[src/rtl/core/islx_pkg.sv]
package islx_pkg;

	localparam int unsigned MAX_TOKEN_CHARS_DEF = 255;

	// lexer state codes
	localparam logic [4:0] ST_START     = 5'd1;
	localparam logic [4:0] ST_SEC_OPEN  = 5'd2;
	localparam logic [4:0] ST_SEC_NAME  = 5'd3;
	localparam logic [4:0] ST_SEC_TAIL  = 5'd4;
	localparam logic [4:0] ST_SEC_CLOSE = 5'd5;
	localparam logic [4:0] ST_LINE      = 5'd6;
	localparam logic [4:0] ST_KEY       = 5'd7;
	localparam logic [4:0] ST_KEY_TAIL  = 5'd8;
	localparam logic [4:0] ST_EQ        = 5'd9;
	localparam logic [4:0] ST_VALUE     = 5'd10;
	localparam logic [4:0] ST_VAL_END   = 5'd11;
	localparam logic [4:0] ST_VAL_CMT   = 5'd12;
	localparam logic [4:0] ST_CMT_FIRST = 5'd14;
	localparam logic [4:0] ST_CMT       = 5'd15;
	localparam logic [4:0] ST_CMT_END   = 5'd16;
	localparam logic [4:0] ST_SEC_SP    = 5'd17;
	localparam logic [4:0] ST_TOP_CMT   = 5'd18;
	localparam logic [4:0] ST_ERROR     = 5'd31;

	// event codes
	localparam logic [2:0] EV_NONE      = 3'd0;
	localparam logic [2:0] EV_SEC_CHAR  = 3'd1;
	localparam logic [2:0] EV_SEC_DONE  = 3'd2;
	localparam logic [2:0] EV_SEC_OPEN  = 3'd3;
	localparam logic [2:0] EV_KEY_CHAR  = 3'd4;
	localparam logic [2:0] EV_KEY_DONE  = 3'd5;
	localparam logic [2:0] EV_VAL_CHAR  = 3'd6;
	localparam logic [2:0] EV_VAL_DONE  = 3'd7;

	// character codes
	localparam logic [7:0] CH_SPACE  = 8'h20;
	localparam logic [7:0] CH_VTAB   = 8'h0B;
	localparam logic [7:0] CH_CR     = 8'h0D;
	localparam logic [7:0] CH_LF     = 8'h0A;
	localparam logic [7:0] CH_UP_A   = 8'h41;
	localparam logic [7:0] CH_UP_Z   = 8'h5A;
	localparam logic [7:0] CH_LO_A   = 8'h61;
	localparam logic [7:0] CH_LO_Z   = 8'h7A;
	localparam logic [7:0] CH_ZERO   = 8'h30;
	localparam logic [7:0] CH_NINE   = 8'h39;
	localparam logic [7:0] CH_LBR    = 8'h5B;
	localparam logic [7:0] CH_RBR    = 8'h5D;
	localparam logic [7:0] CH_SEMI   = 8'h3B;
	localparam logic [7:0] CH_EQ     = 8'h3D;
	localparam logic [7:0] CH_UNDER  = 8'h5F;
	localparam logic [7:0] CH_SLASH  = 8'h2F;
	localparam logic [7:0] CH_BSLASH = 8'h5C;
	localparam logic [7:0] CH_LPAR   = 8'h28;
	localparam logic [7:0] CH_RPAR   = 8'h29;
	localparam logic [7:0] CH_COMMA  = 8'h2C;
	localparam logic [7:0] CH_DOT    = 8'h2E;
	localparam logic [7:0] CH_COLON  = 8'h3A;
	localparam logic [7:0] CH_DASH   = 8'h2D;

	// one classified byte, as it travels from front to back
	typedef struct packed {
		logic [7:0] chr;
		logic       eot;
		logic       nl;
		logic       space;
		logic       enter;
		logic       name;
		logic       digit;
		logic       value;
		logic       lbr;
		logic       rbr;
		logic       semi;
		logic       eq;
	} islx_item_t;

endpackage

[src/rtl/core/islx_front.sv]
module islx_front (
	input  logic                 in_valid,
	output logic                 in_ready,
	input  logic [7:0]           text_byte,
	input  logic                 end_of_text,
	output logic                 push,
	output islx_pkg::islx_item_t push_item,
	input  logic                 q_full
);
	import islx_pkg::*;

	logic [7:0] c;
	logic       name_c;
	logic       digit_c;
	logic       drop;

	assign in_ready = !q_full;
	// a bare CR is taken and discarded
	assign drop = !end_of_text && (text_byte == CH_CR);
	assign push = in_valid && in_ready && !drop;

	assign c = end_of_text ? CH_LF : text_byte;

	always_comb begin
		name_c = ((c >= CH_UP_A) && (c <= CH_UP_Z)) || ((c >= CH_LO_A) && (c <= CH_LO_Z))
			|| (c == CH_UNDER) || (c == CH_SLASH) || (c == CH_BSLASH);
		digit_c = (c >= CH_ZERO) && (c <= CH_NINE);
		push_item.chr   = c;
		push_item.eot   = end_of_text;
		push_item.nl    = (c == CH_LF);
		push_item.space = (c == CH_SPACE) || (c == CH_VTAB);
		push_item.enter = (c == CH_CR) || (c == CH_LF);
		push_item.name  = name_c;
		push_item.digit = digit_c;
		push_item.value = name_c || digit_c || (c == CH_LPAR) || (c == CH_RPAR)
			|| (c == CH_COMMA) || (c == CH_DOT) || (c == CH_COLON) || (c == CH_DASH);
		push_item.lbr   = (c == CH_LBR);
		push_item.rbr   = (c == CH_RBR);
		push_item.semi  = (c == CH_SEMI);
		push_item.eq    = (c == CH_EQ);
	end

endmodule

[src/rtl/core/islx_queue.sv]
module islx_queue (
	input  logic                 clk,
	input  logic                 arst_n,
	input  logic                 push,
	input  islx_pkg::islx_item_t push_item,
	output logic                 full,
	input  logic                 pop,
	output logic                 not_empty,
	output islx_pkg::islx_item_t head_item
);
	import islx_pkg::*;

	islx_item_t  mem_q [2];
	logic        wr_ptr_q;
	logic        rd_ptr_q;
	logic [1:0]  count_q;

	assign full      = (count_q == 2'd2);
	assign not_empty = (count_q != 2'd0);
	assign head_item = mem_q[rd_ptr_q];

	always_ff @(posedge clk) begin
		if (push) begin
			mem_q[wr_ptr_q] <= push_item;
		end
	end

	always_ff @(posedge clk or negedge arst_n) begin
		if (!arst_n) begin
			wr_ptr_q <= 1'b0;
			rd_ptr_q <= 1'b0;
			count_q  <= 2'd0;
		end else begin
			if (push) begin
				wr_ptr_q <= !wr_ptr_q;
			end
			if (pop) begin
				rd_ptr_q <= !rd_ptr_q;
			end
			case ({push, pop})
				2'b10:   count_q <= count_q + 2'd1;
				2'b01:   count_q <= count_q - 2'd1;
				default: count_q <= count_q;
			endcase
		end
	end

endmodule

[src/rtl/core/islx_back.sv]
module islx_back #(
	parameter int unsigned MAX_TOKEN_CHARS = islx_pkg::MAX_TOKEN_CHARS_DEF
) (
	input  logic                 clk,
	input  logic                 arst_n,
	input  logic                 not_empty,
	input  islx_pkg::islx_item_t head_item,
	output logic                 pop,
	output logic                 out_valid,
	input  logic                 out_ready,
	output logic [2:0]           event_kind,
	output logic [7:0]           char_out,
	output logic [15:0]          line_number,
	output logic                 error_seen
);
	import islx_pkg::*;

	localparam int unsigned LEN_W = $clog2(MAX_TOKEN_CHARS + 1);
	localparam logic [LEN_W-1:0] LEN_MAX = LEN_W'(MAX_TOKEN_CHARS);
	localparam logic [LEN_W-1:0] LEN_ONE = LEN_W'(1);

	logic [4:0]       state_q;
	logic [LEN_W-1:0] len_q;
	logic [15:0]      line_q;
	logic             err_q;

	logic             out_valid_q;
	logic [2:0]       kind_q;
	logic [7:0]       char_q;
	logic [15:0]      line_out_q;
	logic             err_out_q;

	logic [4:0]       nxt_state;
	logic [LEN_W-1:0] nxt_len;
	logic [15:0]      nxt_line;
	logic             nxt_err;
	logic [2:0]       ev;
	logic [7:0]       ev_ch;
	logic             full_tok;
	islx_item_t       it;

	assign it       = head_item;
	assign pop      = not_empty && (!out_valid_q || out_ready);
	assign full_tok = (len_q >= LEN_MAX);
	assign nxt_line = it.nl ? line_q + 16'd1 : line_q;

	always_comb begin
		nxt_state = state_q;
		nxt_len   = len_q;
		nxt_err   = err_q;
		ev        = EV_NONE;
		ev_ch     = 8'h00;
		unique case (state_q) inside
			ST_START: begin
				if (it.space || it.enter) begin
					nxt_state = ST_START;
				end else if (it.lbr) begin
					nxt_state = ST_SEC_OPEN;
				end else if (it.semi) begin
					nxt_state = ST_TOP_CMT;
				end else begin
					nxt_state = ST_ERROR;
					nxt_err   = 1'b1;
				end
			end
			ST_SEC_OPEN: begin
				if (it.space) begin
					nxt_state = ST_SEC_OPEN;
				end else if (it.name) begin
					nxt_len   = LEN_ONE;
					nxt_state = ST_SEC_NAME;
					ev        = EV_SEC_CHAR;
					ev_ch     = it.chr;
				end else begin
					nxt_state = ST_ERROR;
					nxt_err   = 1'b1;
				end
			end
			ST_SEC_NAME: begin
				if ((it.name || it.digit) && !full_tok) begin
					nxt_len = len_q + LEN_ONE;
					ev      = EV_SEC_CHAR;
					ev_ch   = it.chr;
				end else if (it.space && !it.name) begin
					nxt_state = ST_SEC_TAIL;
					nxt_len   = '0;
					ev        = EV_SEC_DONE;
				end else if (it.rbr) begin
					nxt_state = ST_SEC_CLOSE;
					nxt_len   = '0;
					ev        = EV_SEC_DONE;
				end else begin
					nxt_state = ST_ERROR;
					nxt_err   = 1'b1;
				end
			end
			ST_SEC_TAIL: begin
				if (it.space) begin
					nxt_state = ST_SEC_TAIL;
				end else if (it.rbr) begin
					nxt_state = ST_SEC_CLOSE;
				end else begin
					nxt_state = ST_ERROR;
					nxt_err   = 1'b1;
				end
			end
			ST_SEC_CLOSE: begin
				// section opened is reported even when this byte is an error
				ev = EV_SEC_OPEN;
				if (it.enter) begin
					nxt_state = ST_LINE;
				end else if (it.space) begin
					nxt_state = ST_SEC_SP;
				end else if (it.semi) begin
					nxt_state = ST_CMT_FIRST;
				end else begin
					nxt_state = ST_ERROR;
					nxt_err   = 1'b1;
				end
			end
			ST_LINE, ST_VAL_END, ST_CMT_END: begin
				if (it.space || it.enter) begin
					nxt_state = ST_LINE;
				end else if (it.name) begin
					nxt_len   = LEN_ONE;
					nxt_state = ST_KEY;
					ev        = EV_KEY_CHAR;
					ev_ch     = it.chr;
				end else if (it.semi) begin
					nxt_state = ST_CMT_FIRST;
				end else if (it.lbr) begin
					nxt_state = ST_SEC_OPEN;
				end else begin
					nxt_state = ST_ERROR;
					nxt_err   = 1'b1;
				end
			end
			ST_KEY: begin
				if ((it.name || it.digit) && !full_tok) begin
					nxt_len = len_q + LEN_ONE;
					ev      = EV_KEY_CHAR;
					ev_ch   = it.chr;
				end else if (it.space && !it.name && !it.digit) begin
					nxt_state = ST_KEY_TAIL;
				end else if (it.eq) begin
					nxt_state = ST_EQ;
					nxt_len   = '0;
					ev        = EV_KEY_DONE;
				end else begin
					nxt_state = ST_ERROR;
					nxt_err   = 1'b1;
				end
			end
			ST_KEY_TAIL: begin
				if (it.space) begin
					nxt_state = ST_KEY_TAIL;
				end else if (it.eq) begin
					nxt_state = ST_EQ;
					nxt_len   = '0;
					ev        = EV_KEY_DONE;
				end else begin
					nxt_state = ST_ERROR;
					nxt_err   = 1'b1;
				end
			end
			ST_EQ: begin
				if (it.space) begin
					nxt_state = ST_EQ;
				end else if (it.value) begin
					nxt_len   = LEN_ONE;
					nxt_state = ST_VALUE;
					ev        = EV_VAL_CHAR;
					ev_ch     = it.chr;
				end else begin
					nxt_state = ST_ERROR;
					nxt_err   = 1'b1;
				end
			end
			ST_VALUE: begin
				if ((it.space || it.value) && !full_tok) begin
					nxt_len = len_q + LEN_ONE;
					ev      = EV_VAL_CHAR;
					ev_ch   = it.chr;
				end else if (it.enter) begin
					nxt_state = ST_VAL_END;
					nxt_len   = '0;
					ev        = EV_VAL_DONE;
				end else if (it.semi) begin
					nxt_state = ST_VAL_CMT;
					nxt_len   = '0;
					ev        = EV_VAL_DONE;
				end else begin
					nxt_state = ST_ERROR;
					nxt_err   = 1'b1;
				end
			end
			ST_VAL_CMT, ST_CMT_FIRST, ST_CMT: begin
				nxt_state = it.enter ? ST_CMT_END : ST_CMT;
			end
			ST_SEC_SP: begin
				if (it.space) begin
					nxt_state = ST_SEC_SP;
				end else if (it.enter) begin
					nxt_state = ST_LINE;
				end else if (it.semi) begin
					nxt_state = ST_CMT_FIRST;
				end else begin
					nxt_state = ST_ERROR;
					nxt_err   = 1'b1;
				end
			end
			ST_TOP_CMT: begin
				nxt_state = it.enter ? ST_START : ST_TOP_CMT;
			end
			ST_ERROR: begin
				nxt_err = 1'b1;
			end
			default: begin
				nxt_state = state_q;
			end
		endcase
		// end marker restarts the lexer after the newline is processed
		if (it.eot) begin
			nxt_state = ST_START;
			nxt_len   = '0;
		end
	end

	always_ff @(posedge clk or negedge arst_n) begin
		if (!arst_n) begin
			state_q     <= ST_START;
			len_q       <= '0;
			line_q      <= 16'd0;
			err_q       <= 1'b0;
			out_valid_q <= 1'b0;
		end else begin
			if (pop) begin
				state_q     <= nxt_state;
				len_q       <= nxt_len;
				line_q      <= nxt_line;
				err_q       <= nxt_err;
				out_valid_q <= 1'b1;
			end else if (out_ready) begin
				out_valid_q <= 1'b0;
			end
		end
	end

	always_ff @(posedge clk) begin
		if (pop) begin
			kind_q     <= ev;
			char_q     <= ev_ch;
			line_out_q <= nxt_line;
			err_out_q  <= nxt_err;
		end
	end

	assign out_valid   = out_valid_q;
	assign event_kind  = kind_q;
	assign char_out    = char_q;
	assign line_number = line_out_q;
	assign error_seen  = err_out_q;

endmodule

[src/rtl/core/ini_section_key_value_lexer_unit.sv]
// Channel   Handshake              Payload
// input     in_valid / in_ready    text_byte[7:0], end_of_text
// output    out_valid / out_ready  event_kind[2:0], char_out[7:0], line_number[15:0], error_seen
//
// One byte per cycle sustained while out_ready is high; results pass the queue, then the output register.
// Front classifies the byte, a two-entry queue feeds the lexer FSM, which writes an
// output register. A bare CR is taken and yields no result.
// Output stalls fill the queue; in_ready drops only when the queue holds two bytes.
// arst_n clears the lexer to its start state, line count and error flag to zero.
module ini_section_key_value_lexer_unit #(
	parameter int unsigned MAX_TOKEN_CHARS = islx_pkg::MAX_TOKEN_CHARS_DEF
) (
	input  logic        clk,
	input  logic        arst_n,
	input  logic        in_valid,
	output logic        in_ready,
	input  logic [7:0]  text_byte,
	input  logic        end_of_text,
	output logic        out_valid,
	input  logic        out_ready,
	output logic [2:0]  event_kind,
	output logic [7:0]  char_out,
	output logic [15:0] line_number,
	output logic        error_seen
);
	import islx_pkg::*;

	logic       push;
	logic       q_full;
	logic       pop;
	logic       not_empty;
	islx_item_t push_item;
	islx_item_t head_item;

	islx_front u_front (
		.in_valid   (in_valid),
		.in_ready   (in_ready),
		.text_byte  (text_byte),
		.end_of_text(end_of_text),
		.push       (push),
		.push_item  (push_item),
		.q_full     (q_full)
	);

	islx_queue u_queue (
		.clk       (clk),
		.arst_n    (arst_n),
		.push      (push),
		.push_item (push_item),
		.full      (q_full),
		.pop       (pop),
		.not_empty (not_empty),
		.head_item (head_item)
	);

	islx_back #(
		.MAX_TOKEN_CHARS(MAX_TOKEN_CHARS)
	) u_back (
		.clk        (clk),
		.arst_n     (arst_n),
		.not_empty  (not_empty),
		.head_item  (head_item),
		.pop        (pop),
		.out_valid  (out_valid),
		.out_ready  (out_ready),
		.event_kind (event_kind),
		.char_out   (char_out),
		.line_number(line_number),
		.error_seen (error_seen)
	);

endmodule
[config.mk]
export PLATFORM = sky130hd
export DESIGN_NAME = ini_section_key_value_lexer_unit
export DESIGN_NICKNAME = d
export VERILOG_FILES = /design/src/rtl/core/islx_pkg.sv /design/src/rtl/core/islx_front.sv /design/src/rtl/core/islx_queue.sv /design/src/rtl/core/islx_back.sv /design/src/rtl/core/ini_section_key_value_lexer_unit.sv
export SDC_FILE = /design/constraint.sdc
export NUM_CORES = 1
export LEC_CHECK = 0
export BUFFER_PORTS_ARGS = -buffer_cell sky130_fd_sc_hd__buf_2
export CORE_ASPECT_RATIO = 1.4
export CORE_MARGIN = 8
export CORE_UTILIZATION = 55
export CTS_BUF_LIST = sky130_fd_sc_hd__clkbuf_16
export CTS_CLUSTER_SIZE = 24
export DETAILED_ROUTE_END_ITERATION = 6
export PLACE_DENSITY = 0.75
export SETUP_SLACK_MARGIN = 0.15
export SLEW_MARGIN = 20
export SYNTH_ARGS = -nofsm -noshare
export SYNTH_HDL_FRONTEND = slang
export SYNTH_SLANG_ARGS = --single-unit
[constraint.sdc]
create_clock -name clk -period 2.6 [get_ports clk]
set_clock_uncertainty 0.05 [all_clocks]
set_input_delay 0.13 -clock clk [delete_from_list [all_inputs] [get_ports clk]]
set_output_delay 0.13 -clock clk [all_outputs]
set_load 0.01 [all_outputs]
==> metrics.yaml <==
arrival_ns: 2.54
clkPwrFrac_pct: 19.5
core.rowCount: 44
synthToLayoutAreaGrowth_pct: 12.33
synth_area_per_cell_um2: 10.61
crit_type: "flip-flop to flip-flop"
placed_cells: 726
dp_hpwl_mm: 10.72
critPathLaunchType: "flip-flop"
n_fill_cell: 904
synth-seq-cells: 101
dr.first_iter.drc_count: 339
die_area_um2: 14210
clkTransAtPathRegs_ns: 0.07
drv_slew: 0
synth.distinct_cells: 88
num_vias: 4607
htreeDepth: 3
slew-limit-headroom_pct: 43.04
leakage_nw: 2.554
nNetsFinal: 616
finalCritPeriodShare_pct: 90.54
end_kind: "flip-flop"
n_antenna_cell: 0
track_usage_pct: 20.86
wl_per_cell_um: 19.24
die_h_um: 137.9
cts_made_buffers: 9
max_freq_mhz: 424.8
drt-vias-per-instance: 6.201
p_per_area_nw_per_um2: 1003
start_util_pct: 56.37
syn-num-nets: 566
seq_area_frac_synth_pct: 49.00
drc: 0
core_um2: 10350
die_w_um: 103.0
p_sw_mw: 2.578
hold_viol_final: 0
ys_async_sr_fraction_pct: 34.65
cts_root_buf: "clkbuf_16"
antenna_left: 0
hold_path_class: "input port to flip-flop"
setup_viol: 0
fin_setup_tns_ns: 0
setup_ws_ns: 0.2460
drtPass1Iterations: 5
netlist_area_um2: 5834
tightest_slew_ns: 0.8544
grt_pass1_vias: 4532
port_buffers: 42
timing.max_cap.violations: 0
clk_path_buf_depth: 2
globalRouteOverflowTotal: 0
fin_util_pct: 63.32
yosysWarnings: 0
synthFlopType: "edfxtp_1"
finalWorstPathRequiredPeriod_ns: 2.354
synth_cells: 550
grt_pass1_wl_mm: 22.88
antenna_found_initial: 0
rsz0062_at_grt: "false"
layout-drive-gt1-share_pct: 19.50
peakVddDrop_mv: 0.5424
worstPathRequired_ns: 2.78
place_ws_ns: 0.1540
gp_congestion: 0.9635
fin_cells: 743
postCtsSetupRepairBufs: 0
insertion_delay_ns: 0.35
cts_tree: "built"
status: "completed"
p_int_mw: 3.998
io_pins: 43
combPwrFrac_pct: 41.3
clock_sinks: 101
routed_wl_mm: 14.30
synth_edf_count: 66
whs_ns: 0.02973
grt_max_degree: 36
pwr-share-seq_pct: 39.1
switching_share_pct: 39.20
path_max_fanout: 21
[critical path, cell delays in order, from the launching register on]
cell	delay (ns)
dfstp_2	0.76
or2_1	0.24
nor3_1	0.09
a22oi_1	0.32
buf_4	0.24
nor2_1	0.06
a211o_1	0.27
a32o_1	0.20
[kinds of logic (layout without fill, tap and decap cells)]
family	Yosys count	in the layout	synth area share, %
AOI/OAI and AO/OA	117	117	15.16
xor gates and xnor gates	36	36	5.404
adders and majority gates	3	3	0.6434
buffers and inverters	40	95	3.710
DFF	101	101	49.00
muxes	24	24	4.482
and+or+nand+nor	229	229	21.60
[through the flow]
step                area, um2  power [mW]
floorplan                5836       4.426
global placement         6247       5.252
detailed placement       6247       5.293
CTS                      6544       6.578
global route             6554       6.932
finish                   6554       6.576
[power groups by stage]
stage	clock network, mW	logic, mW	registers, mW
finish	1.29	2.72	2.57
global route	1.37	2.94	2.62
CTS	1.31	2.70	2.57
detailed placement	0	2.69	2.60
global placement	0	2.68	2.57
floorplan	0	1.83	2.59
[cell usage after synthesis, types with 6 or more instances]
| cell type | n | area (um2) |
|---|---|---|
| edfxtp_1 | 66 | 1982 |
| nor2_1 | 52 | 195.2 |
| nand2_1 | 50 | 187.7 |
| dfrtp_1 | 34 | 850.8 |
| nor3_1 | 22 | 110.1 |
| a21oi_1 | 19 | 95.09 |
| xnor2_1 | 19 | 166.4 |
| xor2_1 | 17 | 148.9 |
| nand3_1 | 16 | 80.08 |
| mux2i_1 | 15 | 150.1 |
| o21ai_0 | 15 | 75.07 |
| inv_1 | 13 | 48.80 |
| nor2b_1 | 13 | 81.33 |
| o22ai_1 | 11 | 68.82 |
| clkbuf_1 | 10 | 37.54 |
| nand2b_1 | 10 | 62.56 |
| buf_2 | 8 | 40.04 |
| nand4_1 | 8 | 50.05 |
| buf_6 | 7 | 78.83 |
| nor3b_1 | 7 | 52.55 |
| a31oi_1 | 6 | 37.54 |
[cell type report]
| cell class | count | area (um2) | area share, % |
|---|---|---|---|
| flip-flops and latches | 101 | 2861 | 43.66 |
| clock buffers | 9 | 225.2 | 3.436 |
| multi-input cells | 409 | 2766 | 42.21 |
| well taps | 138 | 172.7 | 2.635 |
| clock inverters | 7 | 61.31 | 0.9355 |
| inverters | 13 | 48.80 | 0.7446 |
| repair buffers | 66 | 417.9 | 6.376 |
[what timing repair did]
action | in CTS | in global routing
endpoints found under the setup margin | 1 | 13
gates resized for setup | 1 | 4
hold buffers | 1 | 0
hold endpoints to repair | 34 | 0
[routing by layer]
metal	global-route usage, %	share of wire (%)	wire length [um]
met1	24.39	40	5653
met2	35.58	51	7305
met3	3.266	5.1	724
met4	11.46	4.3	612
met5	0	0	0
[state kept, by name, indices dropped and copies added, names as in the netlist, 2 cells and up]
signal              flops
u_back.line_number     16
u_back.char_out         8
u_back.len_q            8
u_back.event_kind       3
u_back.state_q          5
u_queue.count_q         2
u_back.line_q          16
u_queue.mem_q          38
[layout by cell type (no fill, tap or decap), types with 5 or more instances in the layout]
master,instances
o211ai_1,5
edfxtp_1,66
a21oi_1,19
a31oi_1,6
or2_1,5
nand4_1,8
nand3_1,16
nand2_1,50
clkbuf_16,9
dfrtp_1,32
or3_1,5
nand2b_1,10
buf_4,21
nor3_1,22
o21ai_1,5
mux2i_1,15
nor3b_1,7
xor2_1,17
o21ai_0,15
buf_2,42
o22ai_1,11
inv_1,14
xnor2_1,19
nor2b_1,13
nor2_1,52
[worst paths after layout]
check / slack, ns / cells after the start / to / from
setup / recovery: 0.25 / 7 / u_back.len_q[5] / u_back.state_q[0]
hold / removal: 0.03 / 3 / u_back.out_valid / out_ready
setup reg to reg: 0.25 / 7 / u_back.len_q[5] / u_back.state_q[0]
hold reg to reg: 0.45 / 1 / u_queue.wr_ptr_q / u_queue.wr_ptr_q
max in group asynchronous: 1.55 / 2 / u_back.state_q[3] / arst_n
min in group asynchronous: 0.37 / 2 / u_back.len_q[2] / arst_n
No activity file was read; power rests on OpenSTA's default activity.
